==> src/rtl/tfve_pkg.sv <==
// Shared types and constants for the tagged field varint encoder.
// No dependencies; imported by every module of the block.
package tfve_pkg;

    // Field widths
    localparam int FIELD_W = 16;
    localparam int VALUE_W = 64;
    localparam int KIND_W  = 3;
    localparam int WIRE_W  = 3;
    localparam int TAG_W   = FIELD_W + WIRE_W;
    localparam int CNT_W   = 4;

    // Value kinds
    localparam logic [KIND_W-1:0] KIND_INT32  = 3'd0;
    localparam logic [KIND_W-1:0] KIND_INT64  = 3'd1;
    localparam logic [KIND_W-1:0] KIND_BOOL   = 3'd2;
    localparam logic [KIND_W-1:0] KIND_FLOAT  = 3'd3;
    localparam logic [KIND_W-1:0] KIND_DOUBLE = 3'd4;

    // Wire codes placed in the low three tag bits
    localparam logic [WIRE_W-1:0] WIRE_ZERO  = 3'd0;
    localparam logic [WIRE_W-1:0] WIRE_ONE   = 3'd1;
    localparam logic [WIRE_W-1:0] WIRE_NEG   = 3'd2;
    localparam logic [WIRE_W-1:0] WIRE_POS   = 3'd3;
    localparam logic [WIRE_W-1:0] WIRE_FIXED = 3'd5;

    // Bit patterns of 1.0
    localparam logic [31:0]      FLOAT_ONE_BITS  = 32'h3F80_0000;
    localparam logic [VALUE_W-1:0] DOUBLE_ONE_BITS = 64'h3FF0_0000_0000_0000;

    // Body formats following the tag
    typedef logic [1:0] body_mode_t;
    localparam body_mode_t BODY_NONE   = 2'd0;
    localparam body_mode_t BODY_VARINT = 2'd1;
    localparam body_mode_t BODY_RAW4   = 2'd2;
    localparam body_mode_t BODY_RAW8   = 2'd3;

    localparam logic [CNT_W-1:0] RAW4_BYTES = 4'd4;
    localparam logic [CNT_W-1:0] RAW8_BYTES = 4'd8;

    // One classified item, as queued between front and back
    typedef struct packed {
        logic [TAG_W-1:0]   tag;
        body_mode_t         mode;
        logic [VALUE_W-1:0] body;
    } entry_t;

endpackage

==> src/rtl/tfve_classify.sv <==
// Front end: decodes kind and value into a tag and a body description.
// Depends on tfve_pkg; feeds tfve_queue.
module tfve_classify import tfve_pkg::*; (
    input  logic [KIND_W-1:0]  req_type,
    input  logic [FIELD_W-1:0] field_number,
    input  logic [VALUE_W-1:0] value_bits,
    input  logic               in_valid,
    output logic               in_ready,
    output logic               q_valid,
    input  logic               q_ready,
    output entry_t             q_entry
);

    logic [31:0]        v32;
    logic [WIRE_W-1:0]  wire_code;
    body_mode_t         mode;
    logic [VALUE_W-1:0] body;
    logic               kind_ok;

    assign v32 = value_bits[31:0];

    // Per-kind wire code and body selection
    always_comb begin
        wire_code = WIRE_ZERO;
        mode      = BODY_NONE;
        body      = value_bits;
        kind_ok   = 1'b1;
        unique case (req_type)
            KIND_INT32: begin
                if (v32 == 32'd0) begin
                    wire_code = WIRE_ZERO;
                end else if (v32 == 32'd1) begin
                    wire_code = WIRE_ONE;
                end else if (v32[31]) begin
                    wire_code = WIRE_NEG;
                    mode      = BODY_VARINT;
                    body      = {32'd0, ~{v32[30:0], 1'b0}};
                end else begin
                    wire_code = WIRE_POS;
                    mode      = BODY_VARINT;
                    body      = {32'd0, v32};
                end
            end
            KIND_INT64: begin
                if (value_bits == 64'd0) begin
                    wire_code = WIRE_ZERO;
                end else if (value_bits == 64'd1) begin
                    wire_code = WIRE_ONE;
                end else if (value_bits[VALUE_W-1]) begin
                    wire_code = WIRE_NEG;
                    mode      = BODY_VARINT;
                    body      = ~{value_bits[VALUE_W-2:0], 1'b0};
                end else begin
                    wire_code = WIRE_POS;
                    mode      = BODY_VARINT;
                end
            end
            KIND_BOOL: begin
                wire_code = (|value_bits) ? WIRE_ONE : WIRE_ZERO;
            end
            KIND_FLOAT: begin
                if (v32[30:0] == 31'd0) begin
                    wire_code = WIRE_ZERO;
                end else if (v32 == FLOAT_ONE_BITS) begin
                    wire_code = WIRE_ONE;
                end else begin
                    wire_code = WIRE_FIXED;
                    mode      = BODY_RAW4;
                    body      = {32'd0, v32};
                end
            end
            KIND_DOUBLE: begin
                if (value_bits[VALUE_W-2:0] == 63'd0) begin
                    wire_code = WIRE_ZERO;
                end else if (value_bits == DOUBLE_ONE_BITS) begin
                    wire_code = WIRE_ONE;
                end else begin
                    wire_code = WIRE_FIXED;
                    mode      = BODY_RAW8;
                end
            end
            default: begin
                // unused kinds are taken and dropped
                kind_ok = 1'b0;
            end
        endcase
    end

    // Unused kinds are accepted but never queued
    assign in_ready      = q_ready;
    assign q_valid       = in_valid && kind_ok;
    assign q_entry.tag   = {field_number, wire_code};
    assign q_entry.mode  = mode;
    assign q_entry.body  = body;

endmodule

==> src/rtl/tfve_queue.sv <==
// Short FIFO of classified items between front end and serializer.
// Depends on tfve_pkg for the entry type.
module tfve_queue import tfve_pkg::*; #(
    parameter int DEPTH = 2
) (
    input  logic   aclk,
    input  logic   aresetn,
    input  logic   in_valid,
    output logic   in_ready,
    input  entry_t in_entry,
    output logic   out_valid,
    input  logic   out_ready,
    output entry_t out_entry
);

    localparam int PTR_W = $clog2(DEPTH);
    localparam int CNT_QW = $clog2(DEPTH + 1);
    localparam logic [PTR_W-1:0]  PTR_LAST = PTR_W'(DEPTH - 1);
    localparam logic [CNT_QW-1:0] CNT_FULL = CNT_QW'(DEPTH);

    entry_t             mem_reg [DEPTH];
    logic [PTR_W-1:0]   wr_ptr_reg, wr_ptr_next;
    logic [PTR_W-1:0]   rd_ptr_reg, rd_ptr_next;
    logic [CNT_QW-1:0]  count_reg, count_next;
    logic               push, pop;

    assign in_ready  = (count_reg != CNT_FULL);
    assign out_valid = (count_reg != '0);
    assign out_entry = mem_reg[rd_ptr_reg];
    assign push      = in_valid && in_ready;
    assign pop       = out_valid && out_ready;

    // Pointer and fill count update
    always_comb begin
        wr_ptr_next = wr_ptr_reg;
        rd_ptr_next = rd_ptr_reg;
        count_next  = count_reg;
        if (push) begin
            wr_ptr_next = (wr_ptr_reg == PTR_LAST) ? '0 : wr_ptr_reg + 1'b1;
        end
        if (pop) begin
            rd_ptr_next = (rd_ptr_reg == PTR_LAST) ? '0 : rd_ptr_reg + 1'b1;
        end
        if (push && !pop) begin
            count_next = count_reg + 1'b1;
        end else if (pop && !push) begin
            count_next = count_reg - 1'b1;
        end
    end

    always_ff @(posedge aclk) begin
        if (!aresetn) begin
            wr_ptr_reg <= '0;
            rd_ptr_reg <= '0;
            count_reg  <= '0;
        end else begin
            wr_ptr_reg <= wr_ptr_next;
            rd_ptr_reg <= rd_ptr_next;
            count_reg  <= count_next;
        end
    end

    // Storage
    always_ff @(posedge aclk) begin
        if (push) begin
            mem_reg[wr_ptr_reg] <= in_entry;
        end
    end

    // Fill count stays within depth
    a_count_bound: assert property (@(posedge aclk) disable iff (!aresetn)
        count_reg <= CNT_FULL)
        else $error("queue count beyond depth");

endmodule

==> src/rtl/tfve_serializer.sv <==
// Back end: turns one queued item into tag and body bytes, one per cycle unless m_ready stalls.
// Depends on tfve_pkg; drives the registered result channel.
module tfve_serializer import tfve_pkg::*; (
    input  logic       aclk,
    input  logic       aresetn,
    input  logic       q_valid,
    output logic       q_ready,
    input  entry_t     q_entry,
    output logic       m_valid,
    input  logic       m_ready,
    output logic [7:0] m_out_byte,
    output logic       m_last_byte
);

    localparam logic [1:0] ST_IDLE = 2'd0;
    localparam logic [1:0] ST_TAG  = 2'd1;
    localparam logic [1:0] ST_BODY = 2'd2;

    logic [1:0]         state_reg, state_next;
    logic [TAG_W-1:0]   tag_reg, tag_next;
    logic [VALUE_W-1:0] body_reg, body_next;
    body_mode_t         mode_reg, mode_next;
    logic [CNT_W-1:0]   cnt_reg, cnt_next;
    logic               m_valid_reg, m_valid_next;
    logic [7:0]         m_out_byte_reg, m_out_byte_next;
    logic               m_last_byte_reg, m_last_byte_next;

    logic       tag_more, body_more, is_raw;
    logic [7:0] cur_byte;
    logic       cur_last;
    logic       emit, done;

    assign tag_more  = |tag_reg[TAG_W-1:7];
    assign body_more = |body_reg[VALUE_W-1:7];
    assign is_raw    = (mode_reg == BODY_RAW4) || (mode_reg == BODY_RAW8);

    // Byte at the head of the current item
    always_comb begin
        cur_byte = 8'd0;
        cur_last = 1'b0;
        unique case (state_reg)
            ST_TAG: begin
                cur_byte = {tag_more, tag_reg[6:0]};
                cur_last = !tag_more && (mode_reg == BODY_NONE);
            end
            ST_BODY: begin
                if (is_raw) begin
                    cur_byte = body_reg[7:0];
                    cur_last = (cnt_reg == CNT_W'(1));
                end else begin
                    cur_byte = {body_more, body_reg[6:0]};
                    cur_last = !body_more;
                end
            end
            default: begin
                cur_byte = 8'd0;
                cur_last = 1'b0;
            end
        endcase
    end

    assign emit    = (state_reg != ST_IDLE) && (!m_valid_reg || m_ready);
    assign done    = emit && cur_last;
    assign q_ready = (state_reg == ST_IDLE) || done;

    // Sequencing through tag and body, with next item loaded on the last byte or while idle
    always_comb begin
        state_next       = state_reg;
        tag_next         = tag_reg;
        body_next        = body_reg;
        mode_next        = mode_reg;
        cnt_next         = cnt_reg;
        m_valid_next     = m_valid_reg && !m_ready;
        m_out_byte_next  = m_out_byte_reg;
        m_last_byte_next = m_last_byte_reg;

        if (emit) begin
            m_valid_next     = 1'b1;
            m_out_byte_next  = cur_byte;
            m_last_byte_next = cur_last;
            if (state_reg == ST_TAG) begin
                if (tag_more) begin
                    tag_next = tag_reg >> 7;
                end else begin
                    state_next = ST_BODY;
                end
            end else if (is_raw) begin
                body_next = body_reg >> 8;
                cnt_next  = cnt_reg - 1'b1;
            end else begin
                body_next = body_reg >> 7;
            end
            if (cur_last) begin
                state_next = ST_IDLE;
            end
        end

        if (q_valid && q_ready) begin
            state_next = ST_TAG;
            tag_next   = q_entry.tag;
            body_next  = q_entry.body;
            mode_next  = q_entry.mode;
            cnt_next   = (q_entry.mode == BODY_RAW8) ? RAW8_BYTES : RAW4_BYTES;
        end
    end

    // Control registers
    always_ff @(posedge aclk) begin
        if (!aresetn) begin
            state_reg   <= ST_IDLE;
            m_valid_reg <= 1'b0;
        end else begin
            state_reg   <= state_next;
            m_valid_reg <= m_valid_next;
        end
    end

    // Payload registers
    always_ff @(posedge aclk) begin
        tag_reg         <= tag_next;
        body_reg        <= body_next;
        mode_reg        <= mode_next;
        cnt_reg         <= cnt_next;
        m_out_byte_reg  <= m_out_byte_next;
        m_last_byte_reg <= m_last_byte_next;
    end

    assign m_valid     = m_valid_reg;
    assign m_out_byte  = m_out_byte_reg;
    assign m_last_byte = m_last_byte_reg;

    // Raw body never runs out of bytes before its last one
    a_raw_cnt: assert property (@(posedge aclk) disable iff (!aresetn)
        (state_reg == ST_BODY && is_raw) |-> (cnt_reg != '0))
        else $error("raw body count underflow");

    // Finishing with nothing queued returns to idle
    a_idle_after_done: assert property (@(posedge aclk) disable iff (!aresetn)
        (done && !q_valid) |=> (state_reg == ST_IDLE))
        else $error("serializer did not go idle");

    // Every emitted byte lands in the output register
    a_emit_loads: assert property (@(posedge aclk) disable iff (!aresetn)
        emit |=> (m_valid_reg && m_out_byte_reg == $past(cur_byte)))
        else $error("emitted byte not registered");

    // No body phase for an item without a body
    a_body_mode: assert property (@(posedge aclk) disable iff (!aresetn)
        (state_reg == ST_BODY) |-> (mode_reg != BODY_NONE))
        else $error("body phase without body");

endmodule

==> src/rtl/tagged_field_varint_encoder.sv <==
// Top level of the tagged field varint encoder: classify, queue, serialize.
// Depends on tfve_pkg, tfve_classify, tfve_queue and tfve_serializer.
//
//  Channel | Direction | Handshake         | Payload
//  --------+-----------+-------------------+--------------------------------------
//  s_      | in        | s_valid / s_ready | s_req_type, s_field_number, s_value_bits
//  m_      | out       | m_valid / m_ready | m_out_byte, m_last_byte (last byte of item)
//
// One result byte per cycle while not stalled; an item gives its tag bytes
// (1 to 3) plus body bytes (0, 4, 8 or up to 10), set by the single serializer.
// Items with unused kinds are accepted and give no bytes.
// Reset (aresetn low, synchronous) empties the queue and the output register.
// The front accepts while the queue has room, so it keeps taking items while
// the output is stalled; the next item's first byte follows the last byte
// of the previous item without a gap when it is already queued.
module tagged_field_varint_encoder import tfve_pkg::*; #(
    parameter int QUEUE_DEPTH = 2
) (
    input  logic               aclk,
    input  logic               aresetn,
    input  logic               s_valid,
    output logic               s_ready,
    input  logic [KIND_W-1:0]  s_req_type,
    input  logic [FIELD_W-1:0] s_field_number,
    input  logic [VALUE_W-1:0] s_value_bits,
    output logic               m_valid,
    input  logic               m_ready,
    output logic [7:0]         m_out_byte,
    output logic               m_last_byte
);

    logic   push_valid, push_ready;
    entry_t push_entry;
    logic   pop_valid, pop_ready;
    entry_t pop_entry;

    // Front: classify items
    tfve_classify u_classify (
        .req_type     (s_req_type),
        .field_number (s_field_number),
        .value_bits   (s_value_bits),
        .in_valid     (s_valid),
        .in_ready     (s_ready),
        .q_valid      (push_valid),
        .q_ready      (push_ready),
        .q_entry      (push_entry)
    );

    // Decoupling queue
    tfve_queue #(
        .DEPTH (QUEUE_DEPTH)
    ) u_queue (
        .aclk      (aclk),
        .aresetn   (aresetn),
        .in_valid  (push_valid),
        .in_ready  (push_ready),
        .in_entry  (push_entry),
        .out_valid (pop_valid),
        .out_ready (pop_ready),
        .out_entry (pop_entry)
    );

    // Back: byte serializer
    tfve_serializer u_serializer (
        .aclk        (aclk),
        .aresetn     (aresetn),
        .q_valid     (pop_valid),
        .q_ready     (pop_ready),
        .q_entry     (pop_entry),
        .m_valid     (m_valid),
        .m_ready     (m_ready),
        .m_out_byte  (m_out_byte),
        .m_last_byte (m_last_byte)
    );

endmodule

==> config.mk <==
export PLATFORM = sky130hd
export DESIGN_NAME = tagged_field_varint_encoder
export DESIGN_NICKNAME = d
export VERILOG_FILES = /design/src/rtl/tfve_pkg.sv /design/src/rtl/tfve_classify.sv /design/src/rtl/tfve_queue.sv /design/src/rtl/tfve_serializer.sv /design/src/rtl/tagged_field_varint_encoder.sv
export SDC_FILE = /design/constraint.sdc
export NUM_CORES = 1
export LEC_CHECK = 0
export BUFFER_PORTS_ARGS = -buffer_cell sky130_fd_sc_hd__buf_2
export CAP_MARGIN = 20
export CELL_PAD_IN_SITES_DETAIL_PLACEMENT = 0
export CELL_PAD_IN_SITES_GLOBAL_PLACEMENT = 1
export CORE_ASPECT_RATIO = 0.9
export CORE_UTILIZATION = 25
export CTS_CLUSTER_SIZE = 16
export DETAILED_ROUTE_END_ITERATION = 6
export MAX_ROUTING_LAYER = met4
export PLACE_DENSITY_LB_ADDON = 0.1
export SYNTH_ARGS = -nofsm -noshare
export SYNTH_HDL_FRONTEND = slang
export SYNTH_SLANG_ARGS = --single-unit
==> constraint.sdc <==
create_clock -name aclk -period 5.5 [get_ports aclk]
set_input_delay 0.275 -clock aclk [delete_from_list [all_inputs] [get_ports aclk]]
set_output_delay 0.275 -clock aclk [all_outputs]
set_load 0.01 [all_outputs]
==> flow_summary.yaml, run 1 <==
outcome:
  status: "completed"
final_layout:
  largest_reg_flops: 170
  drive_gt1_frac: 0.207
  fillers: 5001
  stdcell_area_um2: 15200
  final_nets: 1100
  diodes: 0
  syn_to_final_growth_pct: 19.7
sta:
  tightest_slew_ns: 0.989
  fin_crit_sh: 0.662
  slew_violations: 0
  hold_viol: 0
  max-slew-margin-rel: 0.341
  rsz0062_at_grt: "false"
  setup_viol: 0
  tns_ns: 0
  skew_ns: 0.0307
  max_freq_mhz: 275
  min_period_ns: 3.64
die:
  fp-row-count: 77
  fp.dieArea_um2: 51600
  die-width_um: 239
  start_util: 0.255
  io_pins: 98
  dieHeight_um: 216
  core_area_um2: 49600
detailed_routing:
  drc: 0
  first_iter_violations: 368
  wl_met1_um: 16200
  wl_met2_um: 14400
  vias_per_cell: 4.43
  wl_per_cell_um: 19.1
  routed.top_layer: "met4"
  antenna_left: 0
  routed_wl_um: 32600
  dr.pass1.iters: 5
  num_vias: 7550
  wl_met3_um: 1210
synthesis:
  yosysTopAreaCellShare: 0.635
  netlist_instances: 892
  synth_top_flop_cell: "edfxtp_1"
  synthTopCellsByArea: "edfxtp_1, mux2i_1, mux2_2, nand2_1, nor2_1"
  yosysSeqAreaShare: 0.648
  synthTopCellsByCount: "edfxtp_1, mux2i_1, nand2_1"
  post-synth-top-count-cell: "edfxtp_1"
  async_flop_share: 0
  yosysUniqueCellTypes: 55
  synth_seq_cells: 276
  synth_top_area_cell: "edfxtp_1"
  synth_fp_nets: 985
  yosysWarnings: 0
  synth-edff-count: 268
  avgSynthCellArea_um2: 14.2
  syn_area_um2: 12700
clocking:
  cts_tree: "built"
  clkSlewWorstSetupHoldPaths_ns: 0.06
  cts_sinks: 276
  h-tree-depth: 2
  cts_resized: 0
  root_buffer: "clkbuf_16"
  cts_made_buffers: 35
  clk_latency_ns: 0.54
  clock_path_buffers: 3
min_path:
  hold_depth: 2
  hold_class: "input pin to register"
  worstHoldEndpoint: "u_serializer.state_reg[0]"
  worst_hold_startpoint: "aresetn"
worst_setup_path:
  end_kind: "register"
  worstReg2RegEnd: "u_serializer.body_reg[21]"
  cp.arrival_ns: 4.01
  r2r_slack_ns: 1.86
  critical_path.startpoint_type: "register"
  path_class: "register to register"
  cp_max_fo: 46
  r2r_start: "u_serializer.body_reg[44]"
  worstPathRequired_ns: 5.87
  reg2reg_depth: 8
global_route:
  grt_usage: 0.132
  antenna_found_initial: 0
  grt_pass1_wl_um: 49300
  grt_max_degree: 62
  grt_pass1_vias: 7734
  grt.overflow.total: 0
power_and_ir_drop:
  ir_worst_vdd_mv: 0.210
  pwr_density_cell_nw_per_um2: 521
  leakage_nw: 5.34
flow_run:
  drv_cap: 0
placed_design:
  io_buffers: 97
  dpl.hpwl_um: 22600
  place.gp.congestion: 0.728
  placed_area_um2: 13900
-- per-stage QoR --
| stage | utilization | hold slack (ns) | power, mW | worst slack, ns | cells |
|---|---|---|---|---|---|
| after CTS | 0.306 | 0.0154 | 8.07 | 1.77 | 1703 |
| after floorplan | - | 0.374 | 5.12 | 0.563 | 892 |
| after detailed placement | 0.281 | 0.463 | 5.88 | 1.78 | 1625 |
| after global placement | 0.281 | 0.465 | 5.90 | 1.87 | 1625 |
| final | 0.306 | 0.0479 | 7.90 | 1.86 | 1703 |
| after global routing | 0.306 | 0.0456 | 8.37 | 1.62 | 1703 |
-- placed cells by master (no fill, tap or decap), drive strengths merged, types with 6 or more instances in the layout --
cell type,netlist,final
nor2b,7,7
o32a,6,6
mux2i,187,187
a22oi,8,8
nor3,9,9
o221ai,19,19
mux2,28,28
inv,31,32
clkinv,0,16
a21oi,20,20
dfxtp,8,8
nand2,60,60
ha,6,6
nand4,6,6
clkbuf,35,43
nor4,30,30
buf,13,110
nor2,55,55
dlygate4sd3,0,16
edfxtp,268,268
o21ai,42,42
-- report_power, final --
| group | switching (mW) | internal (mW) | total (mW) |
|---|---|---|---|
| registers | 0.393 | 3.19 | 3.58 |
| clock network | 0.870 | 1.27 | 2.14 |
| logic | 1.29 | 0.896 | 2.19 |
| total | 2.55 | 5.35 | 7.90 |
-- repair_timing --
item,CTS,global route
hold buffers,16,0
hold endpoints to repair,32,0
setup buffers,0,0
-- how the worst max path moves through the flow --
stage	startpoint	to	slack (ns)	cells after the start
after floorplan	s_req_type[1]	u_queue.mem_reg[0][0]	0.56	4
after detailed placement	u_serializer.body_reg[11]	u_serializer.body_reg[20]	1.78	8
final	u_serializer.body_reg[44]	u_serializer.body_reg[21]	1.86	8
after global placement	u_serializer.body_reg[11]	u_serializer.body_reg[15]	1.87	8
after CTS	u_serializer.body_reg[11]	u_serializer.body_reg[20]	1.77	8
after global routing	u_serializer.body_reg[44]	u_serializer.body_reg[16]	1.62	8
-- kinds of logic (layout without fill, tap and decap cells) --
group	count (synthesis)	after routing	share of synthesized area
fa+ha+maj	6	6	0.00592
simple gates	196	196	0.0760
compound gates	115	115	0.0660
buf+inv	79	219	0.0284
flops	276	276	0.648
mux	215	215	0.173
xor+xnor	5	5	0.00346
-- critical path, cell delays in order (launching register included) --
cell,delay [ns]
edfxtp_1,0.45
nor4_1,0.44
nand4_1,0.23
nor4_2,0.59
a22oi_2,0.21
buf_4,0.28
inv_4,0.57
buf_4,0.42
mux2i_1,0.23
-- routing by layer --
| layer | vias up | track usage |
|---|---|---|
| met2 | 135 | 0.191 |
| met5 | - | - |
| met4 | 0 | 0.0438 |
| li1 | 3677 | - |
| met3 | 48 | 0.0216 |
| met1 | 3690 | 0.186 |
-- final cells by class --
class / instances / area [µm²] / area share
Sequential cell: 276 / 8210 / 0.541
Multi-Input combinational cell: 537 / 4150 / 0.273
Clock buffer: 43 / 947 / 0.0624
Tap cell: 671 / 840 / 0.0553
Timing Repair Buffer: 126 / 781 / 0.0515
Clock inverter: 19 / 126 / 0.00833
Inverter: 31 / 119 / 0.00783
(Power assumes the default switching activity.)
==> inputs of run 2 (changes only) <==
--- a/config.mk
+++ b/config.mk
@@ -5,6 +5,7 @@
 export SDC_FILE = /design/constraint.sdc
 export NUM_CORES = 1
 export LEC_CHECK = 0
+export ABC_AREA = 1
 export BUFFER_PORTS_ARGS = -buffer_cell sky130_fd_sc_hd__buf_2
 export CAP_MARGIN = 20
 export CELL_PAD_IN_SITES_DETAIL_PLACEMENT = 0
==> constraint.sdc (replaced) <==
create_clock -name aclk -period 3.3 [get_ports aclk]
set_input_delay 0.165 -clock aclk [delete_from_list [all_inputs] [get_ports aclk]]
set_output_delay 0.165 -clock aclk [all_outputs]
set_load 0.01 [all_outputs]
==> flow_summary.yaml, run 2 <==
clocking:
  cts_tree: "built"
  cts_made_buffers: 35
  cts_sinks: 276
  clkSlewWorstSetupHoldPaths_ns: 0.05
  h-tree-depth: 2
  clk_latency_ns: 0.54
  root_buffer: "clkbuf_16"
  clock_path_buffers: 3
die:
  fp.dieArea_um2: 53500
  die-width_um: 244
  io_pins: 98
  fp-row-count: 79
  start_util: 0.254
  core_area_um2: 51800
  dieHeight_um: 219
synthesis:
  synth-adder-area-share: 0.00572
  synthTopCellsByCount: "nand2_1, edfxtp_1, inv_1"
  yosysUniqueCellTypes: 37
  synth_fp_nets: 1368
  netlist_instances: 1275
  synth-edff-count: 268
  post-synth-top-count-cell: "nand2_1"
  yosysSeqAreaShare: 0.625
  async_flop_share: 0
  yosysTopAreaCellShare: 0.613
  synth_top_flop_cell: "edfxtp_1"
  synth-compound-area-share: 0.0925
  synth_seq_cells: 276
  synth.area.mux_share: 0.0518
  synth_xor_area_frac: 0.00133
  synth_top_area_cell: "edfxtp_1"
  synthTopCellsByArea: "edfxtp_1, nand2_1, mux2i_1, o21ai_0, inv_1"
  yosysWarnings: 0
  synth_simple_gate_area_frac: 0.179
  synth_top_family_by_area: "simple AND/OR/NAND/NOR gates"
  avgSynthCellArea_um2: 10.3
  syn_area_um2: 13100
power_and_ir_drop:
  clock_power_share: 0.257
  p_sw_frac: 0.363
  leakage_nw: 6.11
  pwr_density_cell_nw_per_um2: 876
  ir_worst_vdd_mv: 0.324
  power_frac_seq: 0.418
  p_int_mw: 8.86
  comb_power_share: 0.325
  p_switching_mw: 5.05
sta:
  skew_ns: 0.0154
  tightest_slew_ns: 0.674
  slew_violations: 0
  min_period_ns: 2.84
  fin_crit_sh: 0.861
  max-slew-margin-rel: 0.547
  setup_ws_ns: 0.459
  hold_ws_ns: 0.0293
  max_freq_mhz: 352
  hold_viol: 0
  setup_viol: 0
  rsz0062_at_grt: "false"
final_layout:
  syn_to_final_growth_pct: 21.0
  final_common_cell: "nand2_1"
  final_core_util: 0.307
  final_cell_mix: "nand2_1, edfxtp_1, buf_2"
  drive_gt1_frac: 0.157
  final_nets: 1503
  fillers: 5451
  diodes: 0
  fin_cells: 2124
  largest_reg_flops: 170
detailed_routing:
  routed_wl_um: 37000
  num_vias: 9225
  antenna_left: 0
  drc: 0
  dr.pass1.iters: 6
  vias_per_cell: 4.34
  wl_per_cell_um: 17.4
  first_iter_violations: 527
worst_setup_path:
  path_class: "register to register"
  worstPathRequired_ns: 3.49
  cp_max_fo: 42
  crit_end: "u_serializer.body_reg[24]"
  path_cells: "nor2_1 > nand2_1 > nor2_1 > nand2_1 > nor2_1 > nand2_1 > nand2_1 > nand2_1 > nand2_1 > nand3_2 > nand2_2 > nand2_8 > nand2_2 > buf_4"
  cpPeakStageDelay_ns: 0.41
  worstReg2RegEnd: "u_serializer.body_reg[24]"
  worst_path_max_delay_cell: "edfxtp_1"
  crit_start: "u_serializer.body_reg[10]"
  cp.arrival_ns: 3.03
  cp_common_cell: "nand2_1"
  r2r_slack_ns: 0.46
  reg2reg_depth: 14
  r2r_start: "u_serializer.body_reg[10]"
  end_kind: "register"
  critical_path.startpoint_type: "register"
global_route:
  grt_max_degree: 61
  grt_pass1_wl_um: 56000
  grt_use_met3: 0.0218
  grt_util_met2: 0.223
  grt_usage: 0.144
  grtUsageMet1: 0.193
  grt.overflow.total: 0
  grt_busiest_layer: "met2"
  antenna_found_initial: 0
  grt_pass1_vias: 9112
placed_design:
  dpl.hpwl_um: 25100
  dp_slack_ns: 0.406
  dp.cells: 2027
  place.gp.congestion: 0.751
  io_buffers: 97
min_path:
  worst_hold_startpoint: "s_value_bits[47]"
  hold_class: "input pin to register"
flow_run:
  drv_cap: 0
outcome:
  status: "completed"
run 2: cell types whose count changed after synthesis, moves of 12 or more:
cell,change
o211ai_1,+17
a21oi_2,+15
nor2_1,+14
nand3_1,+18
nor4_1,-22
mux2i_1,-119
inv_1,+48
mux2_2,-28
o21ai_1,+45
o221ai_2,-12
nand2_1,+387
o21ai_2,+13
o21ai_0,+22
run 2: routing by layer:
metal	routed length [µm]	vias up
met2	16800	130
met4	826	0
li1	-	4664
met3	1110	58
met5	0	-
met1	18200	4373
run 2: logic make-up (layout without fill, tap and decap cells):
kind of cell | Yosys count | after routing
flip-flops | 276 | 276
AND/OR/NAND/NOR | 586 | 586
AO/OA/AOI/OAI | 198 | 198
XOR/XNOR | 2 | 2
multiplexers | 68 | 68
adder cells (fa/ha/maj) | 6 | 6
buffers and inverters | 139 | 300
run 2: final cells by class:
type	instances	area, µm²	share of cell area
tap	688	861	0.0542
inverter	81	304	0.0191
clock buffer	47	993	0.0625
sequential	276	8210	0.517
multi-input combinational	860	4370	0.275
timing repair buffer	156	1080	0.0677
clock inverter	16	71.3	0.00449
run 2: what timing repair did:
action	in CTS	in global routing
hold buffers	34	0
endpoints found under the hold margin	70	0
buffers inserted	0	0
gates resized for setup	0	0
run 2: metrics by stage:
stage          total power, mW  instance area, µm²  setup TNS, ns
6_report                  13.9               15900              0
5_1_grt                   14.9               15900              0
4_1_cts                   14.2               15900              0
3_5_place_dp              10.5               14500              0
3_3_place_gp              10.5               14500              0
2_1_floorplan             8.95               13100          -4.71
run 2: critical path, delay by kind of cell (launching register included):
| kind | cells | cell delay, ns |
|---|---|---|
| and+or+nand+nor | 13 | 1.66 |
| DFF | 1 | 0.41 |
| buffers and inverters | 1 | 0.41 |
run 2: how the worst min path moves through the flow:
stage | end | slack [ns] | depth (start not counted)
2_1_floorplan | u_queue.mem_reg[0][69] | 0.26 | 0
3_3_place_gp | u_queue.mem_reg[1][81] | 0.36 | 1
3_5_place_dp | u_queue.mem_reg[0][72] | 0.36 | 1
4_1_cts | u_queue.mem_reg[1][47] | 0.0006 | 3
5_1_grt | u_queue.mem_reg[1][58] | 0.04 | 3
6_report | u_queue.mem_reg[1][47] | 0.03 | 3
run 2: power groups by stage:
stage | sequential (mW) | combinational [mW] | clock (mW)
2_1_floorplan | 5.74 | 3.20 | 0
3_3_place_gp | 5.87 | 4.67 | 0
3_5_place_dp | 5.90 | 4.63 | 0
4_1_cts | 5.83 | 4.68 | 3.72
5_1_grt | 5.93 | 5.16 | 3.84
6_report | 5.81 | 4.53 | 3.57
==> inputs of run 3 (changes only) <==
==> constraint.sdc (replaced) <==
create_clock -name aclk -period 2.45 [get_ports aclk]
set_input_delay 0 -clock aclk [delete_from_list [all_inputs] [get_ports aclk]]
set_output_delay 0 -clock aclk [all_outputs]
set_load 0.01 [all_outputs]
==> flow_summary.yaml, run 3 (synthesis gave the netlist of run 2 again) <==
final_layout:
  largest_reg_flops: 170
  fin_cells: 2249
  syn_to_final_growth_pct: 32.8
  drive_gt1_frac: 0.196
  final_common_cell: "nand2_1"
  stdcell_area_um2: 17400
  final_nets: 1629
  final_cell_mix: "nand2_1, edfxtp_1, dlygate4sd3_1"
  fillers: 5331
worst_setup_path:
  cp_max_fo: 8
  path_class: "register to register"
  worstPathRequired_ns: 2.71
  path_cells: "or2_4 > nor2_4 > nand2_1 > nor2_2 > nand2_2 > nand2_1 > nand2_1 > nand2_2 > nand3_4 > nand2_4 > nand2_8 > buf_16 > buf_12 > o21ai_4 > clkbuf_16"
  critical_path.startpoint_type: "register"
  crit_start: "u_serializer.body_reg[63]"
  reg2reg_depth: 15
  worstReg2RegEnd: "u_serializer.tag_reg[8]"
  worst_path_max_delay_cell: "edfxtp_1"
  crit_buf_inv: 3
  cp_common_cell: "nand2_1"
  r2r_slack_ns: 0.02
  r2r_start: "u_serializer.body_reg[63]"
  cp_top_family: "simple AND/OR/NAND/NOR gates"
  end_kind: "register"
  cp.arrival_ns: 2.69
  crit_end: "u_serializer.tag_reg[8]"
  cp.depth: 15
  cpPeakStageDelay_ns: 0.43
clocking:
  cts_made_buffers: 35
  clkSlewWorstSetupHoldPaths_ns: 0.06
  root_buffer: "clkbuf_16"
  h-tree-depth: 2
  clk_latency_ns: 0.54
  cts_sinks: 276
  clock_path_buffers: 3
  cts_tree: "built"
power_and_ir_drop:
  power_mw: 20.7
  ir_worst_vdd_mv: 0.503
  leakage_nw: 6.80
  pwr_density_cell_nw_per_um2: 1180
global_route:
  grt_max_degree: 59
  grt_pass1_vias: 9445
  grt_usage: 0.143
  grt_pass1_wl_um: 56200
  grt.overflow.total: 0
  antenna_found_initial: 0
die:
  io_pins: 98
  core_area_um2: 51800
  start_util: 0.254
  fp.dieArea_um2: 53500
  fp-row-count: 79
  dieHeight_um: 219
  die-width_um: 244
placed_design:
  dpl.hpwl_um: 25600
  dp.cells: 2069
  dp_slack_ns: -0.0638
  io_buffers: 97
  place.gp.congestion: 0.741
  placed_area_um2: 14900
sta:
  setup_viol: 0
  min_period_ns: 2.43
  hold_viol: 0
  slew_violations: 0
  rsz0062_at_grt: "true"
  setup_ws_ns: 0.0167
  fin_crit_sh: 0.993
  tightest_slew_ns: 0.871
  hold_ws_ns: 0.0311
  max-slew-margin-rel: 0.414
  skew_ns: 0.0189
  max_freq_mhz: 411
detailed_routing:
  drc: 0
  wl_per_cell_um: 16.7
  antenna_left: 0
  routed_wl_um: 37600
  dr.pass1.iters: 5
  vias_per_cell: 4.28
  first_iter_violations: 417
  num_vias: 9615
min_path:
  hold_class: "input pin to register"
  worst_hold_startpoint: "s_value_bits[31]"
flow_run:
  drv_cap: 0
outcome:
  status: "completed"
run 3: cell count changes in the layout (fill, tap and decap cells not counted), sizes merged:
cell         delta
diode           +1
dlygate4sd3    +66
clkinvlp        +1
inv             +1
bufinv          +4
nand2           +1
buf            +55
clkinv          -4
run 3: worst min-delay path by stage:
stage / to / slack [ns] / cells past startpoint
floorplan: u_queue.mem_reg[0][69] / 0.1 / 0
global placement: u_queue.mem_reg[1][74] / 0.19 / 1
detailed placement: u_queue.mem_reg[0][80] / 0.19 / 1
CTS: u_queue.mem_reg[0][32] / 0.002 / 4
global route: u_queue.mem_reg[0][32] / 0.04 / 4
finish: u_queue.mem_reg[0][32] / 0.03 / 4
run 3: tightest hold or removal path: cells and delay by family:
kind / cells / cell delay, ns
buffers and inverters: 2 / 0.27
and+or+nand+nor: 2 / 0.17
run 3: stage by stage:
stage                util  setup TNS [ns]
floorplan               -         -149.96
global placement    0.288          -0.715
detailed placement  0.288           -1.57
CTS                 0.329               0
global route        0.337          -10.52
finish              0.337               0
run 3: what timing repair did:
| action | in CTS | in global routing |
|---|---|---|
| hold buffers | 100 | 0 |
| pin swaps | 0 | 11 |
| cloned | 0 | 7 |
| setup endpoints to repair | 104 | 138 |
| buffers inserted | 1 | 10 |
| resized for setup | 4 | 37 |
| endpoints found under the hold margin | 164 | 0 |
run 3: area by class of cell:
cell class	count	area (µm²)	share of cell area
Antenna cell	1	2.50	0.000143
Clock buffer	43	927	0.0532
Clock inverter	18	198	0.0113
Multi-Input combinational cell	861	4510	0.259
Timing Repair Buffer	281	2420	0.139
Sequential cell	276	8210	0.471
Tap cell	688	861	0.0494
Inverter	81	304	0.0174
run 3: power by group:
part,internal (mW),switching [mW],total [mW],leakage [nW]
clock network,3.11,1.94,5.05,0.544
registers,7.15,0.585,7.74,2.60
logic,3.24,4.63,7.87,3.65
total,13.5,7.16,20.7,6.80
run 3: layer usage:
layer	share of wire	track usage	wire length [µm]
met1	0.50	0.196	18900
met2	0.45	0.218	16800
met3	0.035	0.0264	1300
met4	0.015	0.0327	546
met5	0	-	0
